$ cat config.mk
export PLATFORM = sky130hd
export DESIGN_NAME = ngad_ctrl
export DESIGN_NICKNAME = d
export VERILOG_FILES = /design/src/hw/rtl/ngad_pkg.sv /design/src/hw/rtl/ngad_ctrl.sv
export SDC_FILE = /design/constraint.sdc
export NUM_CORES = 1
export LEC_CHECK = 0
export ABC_AREA = 1
export BUFFER_PORTS_ARGS = -buffer_cell sky130_fd_sc_hd__buf_2
export CAP_MARGIN = 20
export CORE_AREA = 10 10 47 49
export DETAILED_ROUTE_END_ITERATION = 12
export DIE_AREA = 0 0 57 59
export GPL_ROUTABILITY_DRIVEN = 1
export MAX_ROUTING_LAYER = met4
export PLACE_DENSITY_LB_ADDON = 0.25
export SYNTH_ARGS = -nofsm -noshare
export SYNTH_HDL_FRONTEND = slang
export SYNTH_SLANG_ARGS = --single-unit
$ cat constraint.sdc
create_clock -name clock -period 1.3 [get_ports clock]
set_input_delay 0.195 -clock clock [delete_from_list [all_inputs] [get_ports clock]]
set_output_delay 0.195 -clock clock [all_outputs]
set_load 0.1 [all_outputs]
$ cat src/hw/rtl/ngad_pkg.sv
// Shared types, constants and helpers for the nucleotide global alignment core.
// No dependencies; imported by every module in hw/rtl.
`default_nettype none
package ngad_pkg;

   localparam int MAX_LEN     = 32;
   localparam int DIM         = MAX_LEN + 1;
   localparam int TABLE_DEPTH = DIM * DIM;
   localparam int IDX_W       = $clog2(MAX_LEN);
   localparam int LEN_W       = $clog2(MAX_LEN + 1);
   localparam int CNT_W       = $clog2(DIM + 1);
   localparam int ADDR_W      = $clog2(TABLE_DEPTH + DIM + 1);
   localparam int COST_W      = 24;
   localparam int PEN_W       = 16;

   typedef logic signed [COST_W-1:0] cost_type;
   typedef logic signed [PEN_W-1:0]  pen_type;

   localparam cost_type MATCH_SCORE = -24'sd256;

   localparam pen_type MISMATCH_RESET = 16'sd256;
   localparam pen_type GAP_RESET      = 16'sd512;
   localparam pen_type SKEW_RESET     = 16'sd0;

   // input modes
   localparam logic [1:0] MODE_LOAD_A = 2'd0;
   localparam logic [1:0] MODE_LOAD_B = 2'd1;
   localparam logic [1:0] MODE_ALIGN  = 2'd2;

   // edit actions
   localparam logic [1:0] ACT_REPLACE = 2'd0;
   localparam logic [1:0] ACT_DELETE  = 2'd1;
   localparam logic [1:0] ACT_INSERT  = 2'd2;
   localparam logic [1:0] ACT_NONE    = 2'd3;

   // configuration register indexes
   localparam logic [1:0] CSR_MISMATCH = 2'd0;
   localparam logic [1:0] CSR_GAP      = 2'd1;
   localparam logic [1:0] CSR_SKEW     = 2'd2;

   typedef struct packed {
      logic [1:0] mode;
      logic [7:0] symbol;
   } req_type;

   typedef struct packed {
      logic signed [5:0] position;
      logic [1:0]        base;
      logic [1:0]        action;
      logic              last;
   } rsp_type;

   typedef enum logic [3:0] {
      ST_IDLE,
      ST_INIT,
      ST_COL,
      ST_ROW,
      ST_FILL_START,
      ST_FILL_RD,
      ST_FILL_WR,
      ST_TB_START,
      ST_TB_UP,
      ST_TB_LEFT,
      ST_TB_DIAG,
      ST_TB_DEC,
      ST_DONE
   } state_type;

   typedef enum logic [3:0] {
      CMD_NOP,
      CMD_LOAD,
      CMD_INIT0,
      CMD_COLA,
      CMD_ROWB,
      CMD_FILL_START,
      CMD_FILL_RD,
      CMD_FILL_WR,
      CMD_TB_START,
      CMD_TB_UP,
      CMD_TB_LEFT,
      CMD_TB_DIAG,
      CMD_TB_DEC,
      CMD_FINISH
   } cmd_type;

   typedef struct packed {
      logic i_end;
      logic j_end;
      logic origin;
      logic a_empty;
      logic b_empty;
   } stat_type;

   function automatic logic [1:0] base_code(input logic [7:0] s);
      logic [1:0] c;
      unique case (s)
         8'd1, 8'h43, 8'h63: c = 2'd1;
         8'd2, 8'h47, 8'h67: c = 2'd2;
         8'd3, 8'h54, 8'h74: c = 2'd3;
         default:            c = 2'd0;
      endcase
      return c;
   endfunction

   function automatic logic [ADDR_W-1:0] cell_addr(input logic [CNT_W-1:0] i,
                                                   input logic [CNT_W-1:0] j);
      logic [ADDR_W-1:0] a;
      a = ADDR_W'(i) * ADDR_W'(DIM) + ADDR_W'(j);
      return a;
   endfunction

endpackage
`default_nettype wire

$ cat src/hw/rtl/ngad_ctrl.sv
// Sequencing state machine: load, table init, fill and traceback phases.
// Depends on ngad_pkg; drives the datapath through cmd_type commands.
`default_nettype none
module ngad_ctrl
   import ngad_pkg::*;
(
   input  wire logic     clock,
   input  wire logic     reset,
   input  wire logic     start,
   input  wire req_type  req_item,
   input  wire stat_type status,
   output cmd_type       cmd,
   output logic          busy
);

   state_type state_ff, state_in;

   always_ff @(posedge clock) begin
      if (reset) begin
         state_ff <= ST_IDLE;
      end else begin
         state_ff <= state_in;
      end
   end

   always_comb begin
      state_in = state_ff;
      unique case (state_ff)
         ST_IDLE: begin
            if (start && req_item.mode == MODE_ALIGN) state_in = ST_INIT;
         end
         ST_INIT:       state_in = ST_COL;
         ST_COL: begin
            if (status.i_end) state_in = ST_ROW;
         end
         ST_ROW: begin
            if (status.j_end) begin
               if (status.a_empty || status.b_empty) state_in = ST_TB_START;
               else                                   state_in = ST_FILL_START;
            end
         end
         ST_FILL_START: state_in = ST_FILL_RD;
         ST_FILL_RD:    state_in = ST_FILL_WR;
         ST_FILL_WR: begin
            if (status.i_end && status.j_end) state_in = ST_TB_START;
            else                              state_in = ST_FILL_RD;
         end
         ST_TB_START:   state_in = ST_TB_UP;
         ST_TB_UP: begin
            if (status.origin) state_in = ST_DONE;
            else               state_in = ST_TB_LEFT;
         end
         ST_TB_LEFT:    state_in = ST_TB_DIAG;
         ST_TB_DIAG:    state_in = ST_TB_DEC;
         ST_TB_DEC:     state_in = ST_TB_UP;
         ST_DONE:       state_in = ST_IDLE;
         default:       state_in = ST_IDLE;
      endcase
   end

   always_comb begin
      cmd  = CMD_NOP;
      busy = (state_ff != ST_IDLE);
      unique case (state_ff)
         ST_IDLE: begin
            if (start && (req_item.mode == MODE_LOAD_A || req_item.mode == MODE_LOAD_B))
               cmd = CMD_LOAD;
         end
         ST_INIT:       cmd = CMD_INIT0;
         ST_COL:        cmd = status.i_end ? CMD_NOP : CMD_COLA;
         ST_ROW:        cmd = status.j_end ? CMD_NOP : CMD_ROWB;
         ST_FILL_START: cmd = CMD_FILL_START;
         ST_FILL_RD:    cmd = CMD_FILL_RD;
         ST_FILL_WR:    cmd = CMD_FILL_WR;
         ST_TB_START:   cmd = CMD_TB_START;
         ST_TB_UP:      cmd = status.origin ? CMD_NOP : CMD_TB_UP;
         ST_TB_LEFT:    cmd = CMD_TB_LEFT;
         ST_TB_DIAG:    cmd = CMD_TB_DIAG;
         ST_TB_DEC:     cmd = CMD_TB_DEC;
         ST_DONE:       cmd = CMD_FINISH;
         default:       cmd = CMD_NOP;
      endcase
   end

   // fill alternates read and write cycles
   a_fill_alt: assert property (@(posedge clock) disable iff (reset)
      state_ff == ST_FILL_RD |=> state_ff == ST_FILL_WR)
      else $error("fill read not followed by write");

   // a traceback step always runs its three reads in order
   a_tb_seq: assert property (@(posedge clock) disable iff (reset)
      state_ff == ST_TB_LEFT |=> state_ff == ST_TB_DIAG ##1 state_ff == ST_TB_DEC)
      else $error("traceback read sequence broken");

   // an align run ends in the idle state
   a_done_idle: assert property (@(posedge clock) disable iff (reset)
      state_ff == ST_DONE |=> state_ff == ST_IDLE)
      else $error("done not followed by idle");

endmodule
`default_nettype wire

==> metrics.txt <==
status=finished, violations left; final hold violations=0; Core Util, Final=0.6554; FF-to-FF path depth=10; std cell rows=14; Top Ports=23; first-pass GRT wire length=2553 µm; failing checks=negative setup slack; Clk Latency, worst-skew pair=0.24 ns; Adder-Cell Fraction of Synth Area=0; net switching share of the total power=0.3757; mux cell area share after synthesis=0; gr usage total=0.09346; largest family of logic cells by synthesized area=simple AND/OR/NAND/NOR gates; Post-DRT Antenna Nets=0; pin count of the biggest net entering global routing=7; die area=3363 µm²; Max Root-Sink Buffers=2; Yosys cell types=21; min cycle time layout=1.573 ns; CP startpoint kind=register; unrepaired setup endpoints after global routing=true; hold crit path type=in -> reg; Synth top area share=0.1893; Layout area overhead=117.2%; First DRT Iteration DRCs=11; Hold Crit Endpoint=state_ff[1]$_SDFFE_PP0P_; WL final=1469 µm; Detail Placement HPWL=1151 µm; clock skew=0.007442 ns; Seq/Total Area, Yosys=0.1893; Worst-Margin Slew=0.2593 ns; Crit path required time=1.11 ns; per-cell routed wire length=12.24 µm; drt pass-1 iters=4; core area=1401 µm²; normalized max-slew margin=0.8258; GP Congestion=0.8875; Initial Utilization=0.3018; simple-gate area share of the yosys netlist=0.5562; Crit Reg-Reg Startpoint=state_ff[3]$_SDFFE_PP0P_; synthesized net count=88; clk slew on worst S/H paths=0.04 ns; DRC=0; initial antenna violation count=0; Worst Setup End Kind=primary output; Final nets=123; Final setup viols=8; clock network power share=0.313; reg-to-reg endpoint=state_ff[2]$_SDFFE_PP0P_; vias in the first global route=634; reg-to-reg slack, setup=-0.08 ns; post-route clock period utilization=1.210; clock root cell=clkbuf_4; ant diodes=0; Logic pwr share=0.445; crit path max fanout=3; Most flops, register=state_ff; TritonCTS clock tree=built; vias=573; Die Width=57 µm; min setup slack post-route=-0.2728 ns; Cell Pwr Density=581.4 nW/µm²; crit path kind=reg -> out; largest cells by area after synthesis=dfxtp_1, nand2_1, inv_1, nor2_1, nand3_1; flops & latches, synth=4; max reg flops=4; Max Clock Freq=635.8 MHz; Buffers on Ports=14; Setup WS pre-CTS=-0.09228 ns; total gr overflow=0; Synth area leader=dfxtp_1; max_cap viols=0; Post-Synthesis Cells=70; Leak=0.4342 nW; sw power=0.2006 mW; H-tree depth=1; Post-Synth XOR/XNOR Area=0; Top Registers=state_ff: 4 flops; Slew Limit Fails=0; die height=59 µm; share of layout cells above drive strength 1=0.6635; sequential power share=0.243; Mapped Area=422.9 µm²; Avg Inst Size Synth=6.042 µm²; # clock sinks=4; Synth Area in Compound Gates=0.1391; Int Power=0.3333 mW; Worst VDD drop=0.5031 mV; CTS Buf Count=3; Hold Path Stages=2; Synth Warn #=0; Arrival @ worst endpoint=1.38 ns; Worst Min Path Start=reset; Vias per Instance=4.775
==> cells by family (layout without fill, tap and decap cells) <==
kind of cell	Yosys count	after routing
compound gates	8	8
simple gates	45	45
buf+inv	13	47
flops	4	4
==> per-layer routing <==
metal / vias to the layer above / global-route usage / routed length, µm
li1: 296 / - / -
met5: - / - / 0
met1: 268 / 0.09666 / 576
met2: 9 / 0.1659 / 844
met3: 0 / 0.01288 / 48
met4: 0 / 0.05369 / 0
==> worst max-delay path, stage by stage, from the launching register on <==
cell      delay (ns)
dfxtp_4         0.35
buf_4           0.13
nand3_2         0.08
a21boi_4        0.22
nand4_1         0.16
buf_12          0.21
==> stage by stage <==
stage | cell area [µm²] | cells | hold slack [ns] | setup TNS [ns] | power, mW
final | 918.4 | 120 | 0.1657 | -1.369 | 0.5340
after global routing | 918.4 | 120 | 0.1706 | -1.875 | 0.5677
after CTS | 814.5 | 117 | 0.1509 | -1.673 | 0.5267
after detailed placement | 740.7 | 111 | 0.4056 | -0.2097 | 0.3466
after global placement | 740.7 | 111 | 0.4008 | -0.1706 | 0.3445
after floorplan | 493.0 | 70 | 0.2544 | -1.297 | 0.2598
==> cell usage in the layout, fill, tap and decap left out, types with 2 or more instances in the layout <==
master / instances
dfxtp_4: 4
nand2_4: 2
clkbuf_4: 3
nand3_1: 3
nand3_4: 2
o2111ai_4: 2
nor2_1: 8
nand2_2: 8
inv_2: 2
a21oi_2: 2
buf_2: 9
nand2_1: 10
buf_12: 6
inv_1: 10
buf_4: 10
nor2_4: 5
buf_6: 5
==> worst max-delay path by stage <==
stage / startpoint / depth (start not counted) / to
3_5_place_dp: state_ff[2]$_SDFFE_PP0P_ / 4 / cmd[3]
4_1_cts: state_ff[3]$_SDFFE_PP0P_ / 6 / cmd[0]
3_3_place_gp: state_ff[2]$_SDFFE_PP0P_ / 4 / cmd[3]
2_1_floorplan: state_ff[1]$_SDFFE_PP0P_ / 4 / cmd[2]
6_report: state_ff[3]$_SDFFE_PP0P_ / 5 / cmd[2]
5_1_grt: state_ff[3]$_SDFFE_PP0P_ / 6 / cmd[0]
==> cell type report <==
cell class              instances  area (µm²)
fillers                       131       483.0
multi-input cells              53       429.2
repair buffers                 30       296.5
flip-flops and latches          4       95.09
inverters                      13       51.30
clock buffers                   4       26.28
well taps                      16       20.02
==> cells in the mapped netlist, drive strengths merged <==
master and number:
nand4 1, nor3 2, a21boi 1, nand3b 1, or2 1, nand2 20
o21ai 1, nand3 6, a31oi 1, inv 13, dfxtp 4, o211ai 1
o2111ai 2, a21oi 2, nor2 14
==> power groups by stage <==
stage	Clock [mW]	Sequential (mW)	Combinational (mW)
6_report	0.167	0.130	0.237
5_1_grt	0.187	0.131	0.250
4_1_cts	0.177	0.131	0.218
3_5_place_dp	0	0.135	0.212
3_3_place_gp	0	0.135	0.210
2_1_floorplan	0	0.134	0.126
==> what timing repair did <==
item | in CTS | in global routing
endpoints found under the setup margin | 8 | 8
resized for setup | 7 | 19
pin swaps | 4 | 13
hold buffers | 0 | 0
setup buffers | 2 | 4
Note: power is estimated with default switching activity, not from simulation.
